## src/rtl/idalloc_pkg.sv

```systemverilog
// Package for the lowest-free ID allocator: payload structs, operation codes,
// controller states and the command/status structs between controller and datapath.
// No dependencies.
`timescale 1ns / 1ps

package idalloc_pkg;

	// Default size of the ID space.
	localparam int ID_COUNT_DEF = 256;

	// The bitmap is stored as words of WORD_W bits.
	localparam int WORD_W = 32;
	localparam int BIT_W  = 5;

	// Operation codes carried in the func field.
	localparam logic [2:0] FUNC_ALLOC   = 3'd0;
	localparam logic [2:0] FUNC_FREE    = 3'd1;
	localparam logic [2:0] FUNC_RESERVE = 3'd2;
	localparam logic [2:0] FUNC_UPDATE  = 3'd3;
	localparam logic [2:0] FUNC_CLEAR   = 3'd4;

	typedef struct packed {
		logic [2:0] func;
		logic [7:0] id;
		logic [7:0] new_id;
	} req_t;

	typedef struct packed {
		logic [7:0] id_out;
		logic       ok;
	} rsp_t;

	typedef enum logic [3:0] {
		ST_INIT,
		ST_IDLE,
		ST_DECODE,
		ST_ALLOC_RD,
		ST_ALLOC_CHK,
		ST_RES_WR,
		ST_FREE_RD,
		ST_FREE_WR,
		ST_CLEAR
	} state_t;

	// Which ID, or the scan pointer, selects the bitmap word.
	typedef enum logic [1:0] {
		ADDR_ID,
		ADDR_NEW,
		ADDR_PTR
	} addr_sel_t;

	// How the written word is formed.
	typedef enum logic [1:0] {
		WR_ZERO,
		WR_SET,
		WR_CLR,
		WR_ALLOC
	} wr_op_t;

	typedef struct packed {
		logic      load;
		logic      rd_en;
		logic      wr_en;
		addr_sel_t addr_sel;
		wr_op_t    wr_op;
		logic      ptr_load;
		logic      ptr_inc;
		logic      wipe;
		logic      respond;
		logic      resp_ok;
		logic      resp_alloc;
	} cmd_t;

	typedef struct packed {
		logic [2:0] func;
		logic       id_ok;
		logic       new_ok;
		logic       id_taken;
		logic       new_taken;
		logic       word_full;
		logic       ptr_last;
	} status_t;

endpackage

```

## src/rtl/id_allocator_with_reservations_core.sv

```systemverilog
// Sequence: allocate reads bitmap words upward from the free hint until one has a free
// bit; free and reserve read and rewrite one word; update sets the new ID, then frees the old.
// Throughput: one transaction at a time; busy stays high until the result is issued, so
// the next one is taken only once the current one has finished.
// Reset: after arst_n releases, a clearing pass zeroes ceil(ID_COUNT/32) bitmap words,
// one per cycle, with busy high. The receiver cannot stall: done is a one-cycle strobe.
`timescale 1ns / 1ps

// Top level of the lowest-free ID allocator; depends on idalloc_pkg and instantiates
// idalloc_ctrl (state machine) and idalloc_dp (bitmap memory and registers).
module id_allocator_with_reservations_core
	import idalloc_pkg::*;
#(
	parameter int ID_COUNT = ID_COUNT_DEF
) (
	input  logic clk,
	input  logic arst_n,
	input  logic start,
	output logic busy,
	input  req_t req,
	output logic done,
	output rsp_t rsp
);

	// The controller sequences every transaction as reads and writes of whole bitmap
	// words. The datapath answers with flags about the latched item and the word just
	// read, so the controller never sees raw data.
	cmd_t    cmd;
	status_t status;

	idalloc_ctrl u_ctrl (
		.clk    (clk),
		.arst_n (arst_n),
		.start  (start),
		.busy   (busy),
		.status (status),
		.cmd    (cmd)
	);

	// The datapath keeps the taken bits in a word memory, a scan pointer that starts
	// at the lowest word that may hold a free ID, and the high-water mark, which is
	// kept as state but drives no output.
	idalloc_dp #(
		.ID_COUNT (ID_COUNT)
	) u_dp (
		.clk    (clk),
		.arst_n (arst_n),
		.req    (req),
		.cmd    (cmd),
		.status (status),
		.done   (done),
		.rsp    (rsp)
	);

endmodule

```

## src/rtl/idalloc_ctrl.sv

```systemverilog
// Controller state machine of the ID allocator.
// Depends on idalloc_pkg; drives the datapath (idalloc_dp) through cmd_t.
`timescale 1ns / 1ps

module idalloc_ctrl
	import idalloc_pkg::*;
(
	input  logic    clk,
	input  logic    arst_n,
	input  logic    start,
	output logic    busy,
	input  status_t status,
	output cmd_t    cmd
);

	state_t state_q;
	state_t state_d;
	logic   is_upd;
	logic   tgt_taken;

	always_ff @(posedge clk or negedge arst_n) begin
		if (!arst_n) begin
			state_q <= ST_INIT;
		end else begin
			state_q <= state_d;
		end
	end

	assign is_upd    = (status.func == FUNC_UPDATE);
	assign tgt_taken = is_upd ? status.new_taken : status.id_taken;

	always_comb begin
		state_d = state_q;
		cmd     = '0;
		cmd.addr_sel = ADDR_PTR;
		cmd.wr_op    = WR_ZERO;
		busy    = (state_q != ST_IDLE);
		case (state_q)
			ST_IDLE: begin
				if (start) begin
					cmd.load     = 1'b1;
					cmd.ptr_load = 1'b1;
					state_d      = ST_DECODE;
				end
			end
			ST_DECODE: begin
				case (status.func)
					FUNC_ALLOC: begin
						cmd.rd_en = 1'b1;
						state_d   = ST_ALLOC_CHK;
					end
					FUNC_FREE: begin
						if (status.id_ok) begin
							cmd.rd_en    = 1'b1;
							cmd.addr_sel = ADDR_ID;
							state_d      = ST_FREE_WR;
						end else begin
							cmd.respond = 1'b1;
							cmd.resp_ok = 1'b1;
							state_d     = ST_IDLE;
						end
					end
					FUNC_RESERVE: begin
						if (status.id_ok) begin
							cmd.rd_en    = 1'b1;
							cmd.addr_sel = ADDR_ID;
							state_d      = ST_RES_WR;
						end else begin
							cmd.respond = 1'b1;
							state_d     = ST_IDLE;
						end
					end
					FUNC_UPDATE: begin
						if (status.new_ok) begin
							cmd.rd_en    = 1'b1;
							cmd.addr_sel = ADDR_NEW;
							state_d      = ST_RES_WR;
						end else begin
							cmd.respond = 1'b1;
							state_d     = ST_IDLE;
						end
					end
					FUNC_CLEAR: begin
						cmd.wipe = 1'b1;
						state_d  = ST_CLEAR;
					end
					default: begin
						cmd.respond = 1'b1;
						state_d     = ST_IDLE;
					end
				endcase
			end
			ST_ALLOC_RD: begin
				cmd.rd_en = 1'b1;
				state_d   = ST_ALLOC_CHK;
			end
			ST_ALLOC_CHK: begin
				if (!status.word_full) begin
					cmd.wr_en      = 1'b1;
					cmd.wr_op      = WR_ALLOC;
					cmd.respond    = 1'b1;
					cmd.resp_ok    = 1'b1;
					cmd.resp_alloc = 1'b1;
					state_d        = ST_IDLE;
				end else if (status.ptr_last) begin
					cmd.respond = 1'b1;
					state_d     = ST_IDLE;
				end else begin
					cmd.ptr_inc = 1'b1;
					state_d     = ST_ALLOC_RD;
				end
			end
			ST_RES_WR: begin
				if (tgt_taken) begin
					cmd.respond = 1'b1;
					state_d     = ST_IDLE;
				end else begin
					cmd.wr_en    = 1'b1;
					cmd.wr_op    = WR_SET;
					cmd.addr_sel = is_upd ? ADDR_NEW : ADDR_ID;
					if (is_upd && status.id_ok) begin
						state_d = ST_FREE_RD;
					end else begin
						cmd.respond = 1'b1;
						cmd.resp_ok = 1'b1;
						state_d     = ST_IDLE;
					end
				end
			end
			ST_FREE_RD: begin
				cmd.rd_en    = 1'b1;
				cmd.addr_sel = ADDR_ID;
				state_d      = ST_FREE_WR;
			end
			ST_FREE_WR: begin
				cmd.wr_en    = 1'b1;
				cmd.wr_op    = WR_CLR;
				cmd.addr_sel = ADDR_ID;
				cmd.respond  = 1'b1;
				cmd.resp_ok  = 1'b1;
				state_d      = ST_IDLE;
			end
			ST_INIT, ST_CLEAR: begin
				cmd.wr_en = 1'b1;
				if (status.ptr_last) begin
					cmd.respond = (state_q == ST_CLEAR);
					cmd.resp_ok = 1'b1;
					state_d     = ST_IDLE;
				end else begin
					cmd.ptr_inc = 1'b1;
				end
			end
			default: begin
				state_d = ST_INIT;
			end
		endcase
	end

	// An accepted transaction always keeps the block busy in the next cycle.
	assert property (@(posedge clk) disable iff (!arst_n) start && !busy |=> busy)
		else $error("busy not raised after an accepted transaction");

	// The allocation check always consumes a word read issued in the cycle before.
	assert property (@(posedge clk) disable iff (!arst_n)
		state_q == ST_ALLOC_CHK |-> $past(cmd.rd_en))
		else $error("allocation check without a preceding word read");

	// The word memory has a single port, so a read and a write never share a cycle.
	assert property (@(posedge clk) disable iff (!arst_n) !(cmd.rd_en && cmd.wr_en))
		else $error("word read and write in the same cycle");

endmodule

```

## src/rtl/idalloc_dp.sv

```systemverilog
// Datapath of the ID allocator: bitmap word memory, scan pointer, free hint,
// high-water mark, item and result registers. Depends on idalloc_pkg.
`timescale 1ns / 1ps

module idalloc_dp
	import idalloc_pkg::*;
#(
	parameter int ID_COUNT = ID_COUNT_DEF
) (
	input  logic    clk,
	input  logic    arst_n,
	input  req_t    req,
	input  cmd_t    cmd,
	output status_t status,
	output logic    done,
	output rsp_t    rsp
);

	localparam int WORDS     = (ID_COUNT + WORD_W - 1) / WORD_W;
	localparam int ADDR_W    = (WORDS > 1) ? $clog2(WORDS) : 1;
	localparam int AID_W     = ADDR_W + BIT_W;
	localparam int MARK_W    = $clog2(ID_COUNT + 1);
	localparam int LAST_BITS = ID_COUNT - (WORDS - 1) * WORD_W;
	localparam logic [WORD_W-1:0] PAD_MASK =
		~WORD_W'((64'd1 << LAST_BITS) - 64'd1);

	logic [WORD_W-1:0] mem [WORDS];
	logic [WORD_W-1:0] rdata_q;

	logic [2:0]        func_q;
	logic [7:0]        id_q;
	logic [7:0]        new_id_q;

	logic [ADDR_W-1:0] ptr_q;
	logic [ADDR_W-1:0] hint_q;
	logic [MARK_W-1:0] high_mark_q;
	logic              done_q;
	rsp_t              rsp_q;

	logic [ADDR_W-1:0] id_word;
	logic [ADDR_W-1:0] new_word;
	logic [ADDR_W-1:0] addr;
	logic [BIT_W-1:0]  sel_bit;
	logic [WORD_W-1:0] sel_1h;
	logic [WORD_W-1:0] free_v;
	logic [WORD_W-1:0] low_1h;
	logic [BIT_W-1:0]  enc;
	logic [AID_W-1:0]  alloc_id;
	logic [WORD_W-1:0] wdata;
	logic              ptr_last;

	assign id_word  = ADDR_W'({8'd0, id_q} >> BIT_W);
	assign new_word = ADDR_W'({8'd0, new_id_q} >> BIT_W);
	assign ptr_last = (ptr_q == ADDR_W'(WORDS - 1));

	always_comb begin
		case (cmd.addr_sel)
			ADDR_ID: begin
				addr    = id_word;
				sel_bit = id_q[BIT_W-1:0];
			end
			ADDR_NEW: begin
				addr    = new_word;
				sel_bit = new_id_q[BIT_W-1:0];
			end
			default: begin
				addr    = ptr_q;
				sel_bit = id_q[BIT_W-1:0];
			end
		endcase
	end

	assign sel_1h = WORD_W'(1) << sel_bit;

	// Lowest free bit of the scanned word; padding past the ID space reads as taken.
	assign free_v = ~(rdata_q | (ptr_last ? PAD_MASK : '0));
	assign low_1h = free_v & (~free_v + WORD_W'(1));

	always_comb begin
		enc = '0;
		for (int i = 0; i < WORD_W; i++) begin
			if (low_1h[i]) begin
				enc = enc | BIT_W'(i);
			end
		end
	end

	assign alloc_id = {ptr_q, enc};

	always_comb begin
		case (cmd.wr_op)
			WR_SET:   wdata = rdata_q | sel_1h;
			WR_CLR:   wdata = rdata_q & ~sel_1h;
			WR_ALLOC: wdata = rdata_q | low_1h;
			default:  wdata = '0;
		endcase
	end

	always_ff @(posedge clk) begin
		if (cmd.wr_en) begin
			mem[addr] <= wdata;
		end
	end

	always_ff @(posedge clk) begin
		if (cmd.rd_en) begin
			rdata_q <= mem[addr];
		end
	end

	always_ff @(posedge clk) begin
		if (cmd.load) begin
			func_q   <= req.func;
			id_q     <= req.id;
			new_id_q <= req.new_id;
		end
		if (cmd.respond) begin
			rsp_q.ok     <= cmd.resp_ok;
			rsp_q.id_out <= cmd.resp_alloc ? 8'(alloc_id) : 8'd0;
		end
	end

	// Every word below hint_q is full, so a scan may start there.
	always_ff @(posedge clk or negedge arst_n) begin
		if (!arst_n) begin
			ptr_q       <= '0;
			hint_q      <= '0;
			high_mark_q <= '0;
			done_q      <= 1'b0;
		end else begin
			done_q <= cmd.respond;
			if (cmd.wipe) begin
				ptr_q       <= '0;
				hint_q      <= '0;
				high_mark_q <= '0;
			end else begin
				if (cmd.ptr_load) begin
					ptr_q <= hint_q;
				end else if (cmd.ptr_inc) begin
					ptr_q <= ptr_q + ADDR_W'(1);
				end
				if (cmd.wr_en && cmd.wr_op == WR_ALLOC) begin
					hint_q <= ptr_q;
					if (17'(alloc_id) >= 17'(high_mark_q)) begin
						high_mark_q <= MARK_W'(17'(alloc_id) + 17'd1);
					end
				end else if (cmd.wr_en && cmd.wr_op == WR_CLR && addr < hint_q) begin
					hint_q <= addr;
				end
			end
		end
	end

	assign status.func      = func_q;
	assign status.id_ok     = (17'(id_q) < 17'(ID_COUNT));
	assign status.new_ok    = (17'(new_id_q) < 17'(ID_COUNT));
	assign status.id_taken  = rdata_q[id_q[BIT_W-1:0]];
	assign status.new_taken = rdata_q[new_id_q[BIT_W-1:0]];
	assign status.word_full = (free_v == '0);
	assign status.ptr_last  = ptr_last;

	assign done = done_q;
	assign rsp  = rsp_q;

	// The watermark never passes the size of the ID space.
	assert property (@(posedge clk) disable iff (!arst_n)
		17'(high_mark_q) <= 17'(ID_COUNT))
		else $error("high-water mark beyond the ID space");

	// An allocation writes exactly one new bit into the scanned word.
	assert property (@(posedge clk) disable iff (!arst_n)
		cmd.wr_en && cmd.wr_op == WR_ALLOC |-> $onehot(low_1h))
		else $error("allocation without a single free bit");

	// The scan never starts below the free hint.
	assert property (@(posedge clk) disable iff (!arst_n)
		cmd.wr_en && cmd.wr_op == WR_ALLOC |-> hint_q <= ptr_q)
		else $error("allocation scan below the free hint");

endmodule
```

## config.mk

```make
export PLATFORM = sky130hd
export DESIGN_NAME = id_allocator_with_reservations_core
export DESIGN_NICKNAME = d
export VERILOG_FILES = /design/src/rtl/idalloc_pkg.sv /design/src/rtl/id_allocator_with_reservations_core.sv /design/src/rtl/idalloc_ctrl.sv /design/src/rtl/idalloc_dp.sv
export SDC_FILE = /design/constraint.sdc
export NUM_CORES = 1
export LEC_CHECK = 0
export ABC_AREA = 1
export BUFFER_PORTS_ARGS = -buffer_cell sky130_fd_sc_hd__clkbuf_2
export CELL_PAD_IN_SITES_DETAIL_PLACEMENT = 2
export CELL_PAD_IN_SITES_GLOBAL_PLACEMENT = 2
export CORE_MARGIN = 8
export CORE_UTILIZATION = 30
export CTS_CLUSTER_DIAMETER = 40
export DETAILED_ROUTE_END_ITERATION = 10
export HOLD_SLACK_MARGIN = 0.15
export PLACE_DENSITY = 0.66
export SLEW_MARGIN = 5
export SYNTH_ARGS = -nofsm -noshare
export SYNTH_HDL_FRONTEND = slang
export SYNTH_SLANG_ARGS = --single-unit
```

## constraint.sdc

```tcl
create_clock -name clk -period 4.3 [get_ports clk]
set_input_delay 0.215 -clock clk [delete_from_list [all_inputs] [get_ports clk]]
set_output_delay 0.215 -clock clk [all_outputs]
set_load 0.005 [all_outputs]
```

==> results of run 1 <==
[logic make-up (layout without fill, tap and decap cells)]
logic type | Yosys count | in the layout | synth area share (%)
and+or+nand+nor | 1070 | 1070 | 30.1
buffers and inverters | 405 | 525 | 9.81
DFF | 327 | 327 | 57.1
AOI/OAI and AO/OA | 72 | 72 | 2.68
adders and majority gates | 4 | 4 | 0.293
[per-stage QoR]
stage / setup slack [ns] / std cells / hold WS, ns / instance area (sq um)
2_1_floorplan: 0.436 / 1878 / -0.0806 / 17100
3_3_place_gp: 0.391 / 2615 / 0.120 / 18200
3_5_place_dp: 0.307 / 2615 / 0.122 / 18200
4_1_cts: 0.274 / 2748 / 0.286 / 20400
5_1_grt: 0.181 / 2754 / 0.296 / 20400
6_report: 0.488 / 2754 / 0.318 / 20400
[timing repair]
| action | in CTS | in global routing |
|---|---|---|
| setup endpoints to repair | 0 | 78 |
| hold buffers | 22 | 0 |
| buffers inserted | 0 | 6 |
| hold endpoints to repair | 42 | 0 |
[final timing paths]
kind / cells past startpoint / startpoint / to
min reg2reg: 2 / u_dp.hint_q[2] / u_dp.hint_q[2]
min: 2 / req[15] / u_dp.id_q[7]
max in group asynchronous: 3 / arst_n / u_ctrl.state_q[2]
max reg2reg: 16 / u_dp.new_id_q[1] / u_dp.mem[1][27]
min in group asynchronous: 3 / arst_n / u_dp.ptr_q[0]
max: 16 / u_dp.new_id_q[1] / u_dp.mem[1][27]
[where the power goes]
group          total [mW]  internal (mW)  switching (mW)
logic                6.46           1.67            4.79
clock network        4.58           2.84            1.74
registers            5.40           4.85           0.554
total                16.4           9.36            7.08
[state kept, by name, summed over array words and instances, names as in the netlist, 4 cells and up]
register and cells:
u_dp.mem 256, u_dp.rdata_q 32, u_dp.rsp 9, u_dp.id_q 8, u_dp.new_id_q 8, u_ctrl.state_q 4
[metal layers]
layer / routed length [um] / vias up / share of wire, %
li1: - / 6406 / -
met1: 27500 / 7132 / 44
met2: 29800 / 279 / 48
met3: 2320 / 128 / 3.8
met4: 2310 / 0 / 3.7
met5: 0 / - / 0
[placed cells by master, fill, tap and decap left out, drive strengths merged, types with 2 or more instances in the layout]
cell type	n
a31oi	7
dfrtp	11
inv	321
nor4	9
edfxtp	316
o21bai	5
a41oi	3
ha	4
o2111ai	5
nand4	42
nor2	87
bufinv	4
nand3	267
a21oi	15
nand3b	128
nor3	24
o31ai	2
dlygate4sd3	22
o21ai	27
nand2	512
clkinvlp	9
buf	49
clkinv	22
o211ai	4
clkbuf	98
[area by class of cell]
class                           instances  area, sq um
Sequential cell                       327         9760
Timing Repair Buffer                  103          798
Tap cell                              756          946
Fill cell                            6235        36000
Clock buffer                           66         1520
Clock inverter                         45          438
Multi-Input combinational cell       1146         5750
Inverter                              311         1180
[critical path, stage by stage, from the launching register on]
cell	delay, ns
sky130_fd_sc_hd__edfxtp_1	0.57
sky130_fd_sc_hd__inv_2	0.25
sky130_fd_sc_hd__nand3_1	0.11
sky130_fd_sc_hd__nand3_1	0.11
sky130_fd_sc_hd__nand2_1	0.08
sky130_fd_sc_hd__nand2_1	0.08
sky130_fd_sc_hd__nand2_1	0.07
sky130_fd_sc_hd__nand2_2	0.08
sky130_fd_sc_hd__nand4_4	0.17
sky130_fd_sc_hd__nand2_4	0.26
sky130_fd_sc_hd__nor2_4	0.08
sky130_fd_sc_hd__nand2_4	0.09
sky130_fd_sc_hd__nand2_4	0.07
sky130_fd_sc_hd__inv_1	0.12
sky130_fd_sc_hd__nand2_1	0.25
sky130_fd_sc_hd__nor2_4	0.51
sky130_fd_sc_hd__buf_4	0.50
==> results.md, run 1 <==
Worst setup path:
- The critical path endpoint category is a register.
- The worst setup path is of the register to register kind.
- Data on the critical path is required at its endpoint by around 4.5 ns.
- The startpoint kind of the worst setup timing path is a register.
- STA puts the critical path data arrival time at between 4 and 5 ns.
- The largest fanout on the critical path is 21.
- The setup slack on the worst flop-to-flop path is ~0.49 ns.

CTS:
- The maximum buffer depth of the clock tree is 3.
- For this design, the sink count on the clock tree is 327.
- The H-tree generated during clock tree synthesis spans 2 levels.
- Clock latency on the worst-skew pair, taken at its later pin, is roughly 0.61 ns.
- The number of clock buffers added by TritonCTS is 60.
- The number of resized instances in the post-cts repair step is 0.
- Clock-pin slew was measured on the worst setup and hold paths at around 0.050 ns.
- The TritonCTS clock tree is done.
- The cell sitting at the root of the clock tree is a sky130_fd_sc_hd__clkbuf_16.

Floorplan:
- The initial cell density of the core is about 30%.
- The die covers between 60,000 and 70,000 sq um.
- The top-level port count is 33.
- After floorplanning, the core was divided into 87 placement rows.
- The region available for standard cell placement spans 56,400 sq um.
- The die span in x is around 250 um.
- The die height is roughly 250 um.

Global route:
- Global routing used between 2 and 3% of the available met3 tracks.
- The global-route track usage on met1 is between 20% and 30%.
- The most heavily used metal layer in global routing is met2.
- In the global route stage, met2 resource usage came out at approximately a third.
- The total overflow left after global routing is 0.
- The initial antenna violation count is 0.
- Entering global routing, the biggest net connects 130 pins.
- The via count of the first global-routing pass is 15,300.
- The total routing resource utilization after global routing is between 10% and 20%.
- The first-pass GRT wire length is approximately 94 mm.

Power and ir drop:
- The worst-case IR drop observed on VDD is roughly 550 uV.
- The analysis attributes to cell leakage a power of 8.50 nW.
- The design draws about 16 mW.
- The power per standard cell area is between 800 and 900 nW/um^2.

Logic synthesis:
- The post-synthesis cell type with the largest combined area is sky130_fd_sc_hd__edfxtp_1.
- Yosys attributes the largest share of cell area to sky130_fd_sc_hd__edfxtp_1 (56%), sky130_fd_sc_hd__nand2_1 (11%), sky130_fd_sc_hd__nand3_1 (7.8%).
- The most used flip-flop cell after synthesis is sky130_fd_sc_hd__edfxtp_1.
- The count of flip-flops with a built-in enable after synthesis is 316.
- Counting every net in the synthesized netlist gives roughly 1,900.
- Each instance of the synthesized netlist takes up on average between 9 and 10 sq um.
- The number of distinct standard cells referenced by the synthesized netlist is 44.
- The sequential cell area fraction in the yosys report is 57.1%.
- The synthesized cell area is around 17,000 sq um.
- The Yosys step of the flow raised 0 warnings.
- In the synthesized netlist, the cells that appear most often are sky130_fd_sc_hd__nand2_1 (505), sky130_fd_sc_hd__edfxtp_1 (316), sky130_fd_sc_hd__inv_1 (300), sky130_fd_sc_hd__nand3_1 (267), sky130_fd_sc_hd__nand3b_1 (128).
- The fraction of synthesis flops using an asynchronous set or reset pin is roughly 3.4%.
- By instance count, the leading cell after synthesis is sky130_fd_sc_hd__nand2_1.
- The post-synthesis instance total is approximately 1,900.
- The synthesized design contains ~330 register bits.
- The area share of the largest cell type after synthesis is between 50% and 60%.

STA:
- The count of final hold-check violations came to 0.
- In the finished design, the share of the clock period the worst path needs comes to roughly nine tenths.
- Based on the critical path, the design can be clocked at up to between 200 and 300 MHz.
- In the final timing run, aggregate negative setup slack is 0 ns.
- In this run the tightest slew margin relative to its limit is roughly 44%.
- The clock tree skew after final layout is between 0.02 and 0.03 ns.
- The actual slew at the worst max-slew pin is between 0.8 and 0.9 ns.
- For the finished layout, the period the worst path requires is roughly 3.8 ns.
- The number of endpoints failing setup at the final stage is 0.
- Setup repair after global routing left no endpoint under its margin.
- The final count of pins violating max slew is 0.

Routing:
- The post-route antenna net violation count is 0.
- The count of routing violations after the opening detailed-route iteration is between 800 and 900.
- After detailed routing, the number of vias per cell comes to slightly above 5.
- The number of detailed-route iterations in the first pass is 5.
- The per-cell routed wire length is ~22 um.
- The residual DRC count is 0.
- The routed design has between 60 and 70 mm of wire.
- The via count is between 10,000 and 15,000.

Placement:
- In this run the tool buffered the top-level ports with 32 buffer cells.
- The global placement routability congestion is around 0.85.
- Once detailed placement completed, the half-perimeter wirelength came to roughly 39 mm.

Worst hold path:
- In this run the worst hold path is classified as input port to register.

Final layout:
- The area added between synthesis and finish is 19.3%.
- The final core utilization is 36.2%.
- The fraction of layout cells with a size suffix above 1 is a little under an eighth.
- For this run, the post-layout net count is about 2,000.
- The number of inserted diodes is 0.

Status:
- The flow ran to the end, and the final reports show no timing, DRC or antenna violations.

Job:
- The tool flagged a number of max-cap violations equal to 0.
(Power assumes the default switching activity.)
==> run 2: changes to the inputs <==
- CORE_ASPECT_RATIO: not set -> 1.75
==> run 2 against run 1 <==
Effect of this change:
- sequential share of layout area grew 1.5 points
- utilization shrank 1.3 points
- clock power shrank 26%
- cell count down 0.94%
- first-iteration DRC count shrank 18%
==> results.md, run 2 (synthesis gave the netlist of run 1 again) <==
Status:
- Result of the run: finished clean (unchanged).

CTS:
- The clock buffer count from CTS is 40 (was 60).
- The maximum buffer depth of the clock tree came to 3 (unchanged).
- The total number of H-tree levels is 2 (unchanged).
- The number of buffers inserted by post-CTS setup repair is 0 (unchanged).
- The clock-pin slew reported for the worst setup and hold paths after clock tree synthesis is 0.06 ns (was 0.05 ns).
- The number of clock sinks seen by CTS came to 327 (unchanged).
- The root buffer cell is sky130_fd_sc_hd__clkbuf_16 (unchanged).
- The clock latency reported for the late side of the worst-skew pair was 0.56 ns (was 0.61 ns).
- The TritonCTS clock tree is done (unchanged).

Worst setup path:
- The required time of the critical path is 4.54 ns (was 4.53 ns).
- The critical path endpoint category is a register (unchanged).
- The largest fanout on the critical path is 20 (was 21).
- The startpoint kind of the worst setup timing path is a register (unchanged).
- The category of the critical setup timing path was register to register (unchanged).
- The arrival time reported for the critical path endpoint is 4.22 ns (was 4.04 ns).

STA:
- Unrepaired setup endpoints after global routing: no (unchanged).
- The accumulated negative setup slack came to 0 ns (unchanged).
- The headroom to the max-slew limit is 40.1% (was 43.9%).
- The final count of pins violating max slew is 0 (unchanged).
- The final period utilization is 92.6% (was 88.7%).
- The actual slew at the worst max-slew pin is 0.896 ns (was 0.841 ns).
- The clock tree skew after final layout is 0.0135 ns (was 0.0281 ns).
- The count of final hold-check violations was 0 (unchanged).
- The post-layout worst setup margin is 0.318 ns (was 0.488 ns).
- The worst slack on hold paths is 0.374 ns (was 0.318 ns).
- The final critical delay including setup and external delays was 3.98 ns (was 3.81 ns).
- The highest clock rate is 251 MHz (was 262 MHz).
- The number of endpoints failing setup at the final stage is 0 (unchanged).

Final layout:
- The area added between synthesis and finish came to 15.8% (was 19.3%).
- The final core utilization is 34.9% (was 36.2%).
- The number of inserted diodes is 0 (unchanged).
- The net count reported at finish is 1,956 (was 1,975).
- The final standard cell area without fillers is 19,800 sq um (was 20,400 sq um).
- The fraction of layout cells with a size suffix above 1 was 10.0% (was 11.7%).
- The flip-flop count of the largest register, all copies and words added is 256 (unchanged).
- The commonest non-fill, non-tap cell in the layout is sky130_fd_sc_hd__nand2_1 (unchanged).
- Commonest non-fill, non-tap cells in the layout: sky130_fd_sc_hd__nand2_1 (504), sky130_fd_sc_hd__edfxtp_1 (316), sky130_fd_sc_hd__inv_1 (300) (unchanged).
- The register with the highest flop count is u_dp.mem (unchanged).

Floorplan:
- The initial cell density of the core is 30.1% (was 30.3%).
- The top-level port count was 33 (unchanged).
- The standard-cell row count is 116 (was 87).
- The full die area is 65,200 sq um (was 64,900 sq um).
- The die height is 332 um (was 255 um).
- The floorplan core area is 56,700 sq um (was 56,400 sq um).
- The die span in x was 196 um (was 255 um).

Routing:
- The average via count per standard cell came to 5.02 (was 5.06).
- The count of routing violations after the opening detailed-route iteration is 678 (was 826).
- The per-cell routed wire length is 22.7 um (was 22.5 um).
- The residual DRC count is 0 (unchanged).
- The wire length reported by the detailed router is 62.0 mm (was 61.9 mm).
- The post-route antenna net violation count is 0 (unchanged).
- The via count was 13,700 (was 13,900).
- The number of detailed-route iterations in the first pass is 4 (was 5).

Job:
- The total of max-cap violations is 0 (unchanged).

Placement:
- The global placement routability congestion is 0.906 (was 0.850).
- The area after detailed placement was 18,300 sq um (was 18,200 sq um).
- The estimated wirelength of the detail-placed design was 41.9 mm (was 38.6 mm).
- The port buffer count was 32 (unchanged).
- The pre-CTS setup slack is 0.242 ns (was 0.307 ns).

Global route:
- The first-pass GRT wire length is 94.2 mm (was 93.9 mm).
- The via count of the first global-routing pass was 15,300 (about the same).
- The total routing resource utilization after global routing is 18.9% (was 19.1%).
- The maximum number of pins on one net before global-route repair is 130 (unchanged).
- The initial antenna violation count is 1 (was 0).
- The residual overflow from global routing is 0 (unchanged).

Power and ir drop:
- The power per standard cell area is 772 nW/um^2 (was 806 nW/um^2).
- The leakage power summed over all cells is 8.20 nW (was 8.50 nW).
- The maximum ir drop on the vdd rail is 647 uV (was 552 uV).

Worst hold path:
- The path type of the worst min-delay path is input port to register (unchanged).
## run 2: cell types whose count changed in the layout (fill, tap and decap cells not counted), moves of 3 or more
cell	change
sky130_fd_sc_hd__clkbuf_16	-19
sky130_fd_sc_hd__inv_6	-10
sky130_fd_sc_hd__clkbuf_1	-3
sky130_fd_sc_hd__clkinv_4	-3
sky130_fd_sc_hd__clkinvlp_4	-3
## run 2: worst max-delay path, cell delays in order (launching register included)
cell,delay (ns)
sky130_fd_sc_hd__edfxtp_1,0.67
sky130_fd_sc_hd__inv_4,0.19
sky130_fd_sc_hd__nand2_1,0.10
sky130_fd_sc_hd__nand3_1,0.07
sky130_fd_sc_hd__nand3_1,0.10
sky130_fd_sc_hd__nand2_1,0.11
sky130_fd_sc_hd__nand2_1,0.11
sky130_fd_sc_hd__nand2_1,0.07
sky130_fd_sc_hd__nand2_2,0.07
sky130_fd_sc_hd__nand4_4,0.16
sky130_fd_sc_hd__nand2_4,0.28
sky130_fd_sc_hd__nor2_4,0.09
sky130_fd_sc_hd__nand2_4,0.09
sky130_fd_sc_hd__nand2_4,0.07
sky130_fd_sc_hd__inv_1,0.08
sky130_fd_sc_hd__nand2_1,0.21
sky130_fd_sc_hd__nor2_4,0.75
sky130_fd_sc_hd__buf_4,0.40
## run 2: stage by stage
| step | std cells | power [mW] |
|---|---|---|
| 4_1_cts | 2727 | 15.5 |
| 5_1_grt | 2728 | 16.3 |
| 3_5_place_dp | 2632 | 12.0 |
| 2_1_floorplan | 1878 | 9.27 |
| 3_3_place_gp | 2632 | 11.8 |
| 6_report | 2728 | 15.3 |
## run 2: routing by layer
layer	share of wire [%]	global-route usage (%)	wire length, um
met5	0	0	0
met4	5.5	10.4	3380
met3	2.3	2.05	1400
met2	54	35.9	33500
met1	38	19.9	23700
## run 2: final cells by class
| class | instances | area [sq um] |
|---|---|---|
| clock inverter | 29 | 275 |
| fill | 6292 | 37000 |
| multi-input combinational | 1147 | 5760 |
| sequential | 327 | 9760 |
| inverter | 311 | 1180 |
| tap | 767 | 960 |
| clock buffer | 44 | 1040 |
| timing repair buffer | 103 | 823 |
## run 2: final timing paths
check | start | endpoint | slack (ns) | cells past startpoint
min in group asynchronous | arst_n | u_dp.ptr_q[0] | 0.76 | 3
min reg2reg | u_dp.hint_q[1] | u_dp.hint_q[1] | 0.52 | 2
min | req[14] | u_dp.id_q[6] | 0.37 | 2
max in group asynchronous | arst_n | u_ctrl.state_q[2] | 3.18 | 3
max reg2reg | u_dp.new_id_q[0] | u_dp.mem[3][24] | 0.32 | 17
max | u_dp.new_id_q[0] | u_dp.mem[3][24] | 0.32 | 17
## run 2: where the power goes
group	switching [mW]	internal, mW
combinational	4.78	1.71
sequential	0.543	4.84
clock	1.45	1.96
## run 2: repair_timing
item,CTS,global route
setup endpoints to repair,0,7
resized for setup,0,0
hold buffers,22,0
endpoints found under the hold margin,32,0
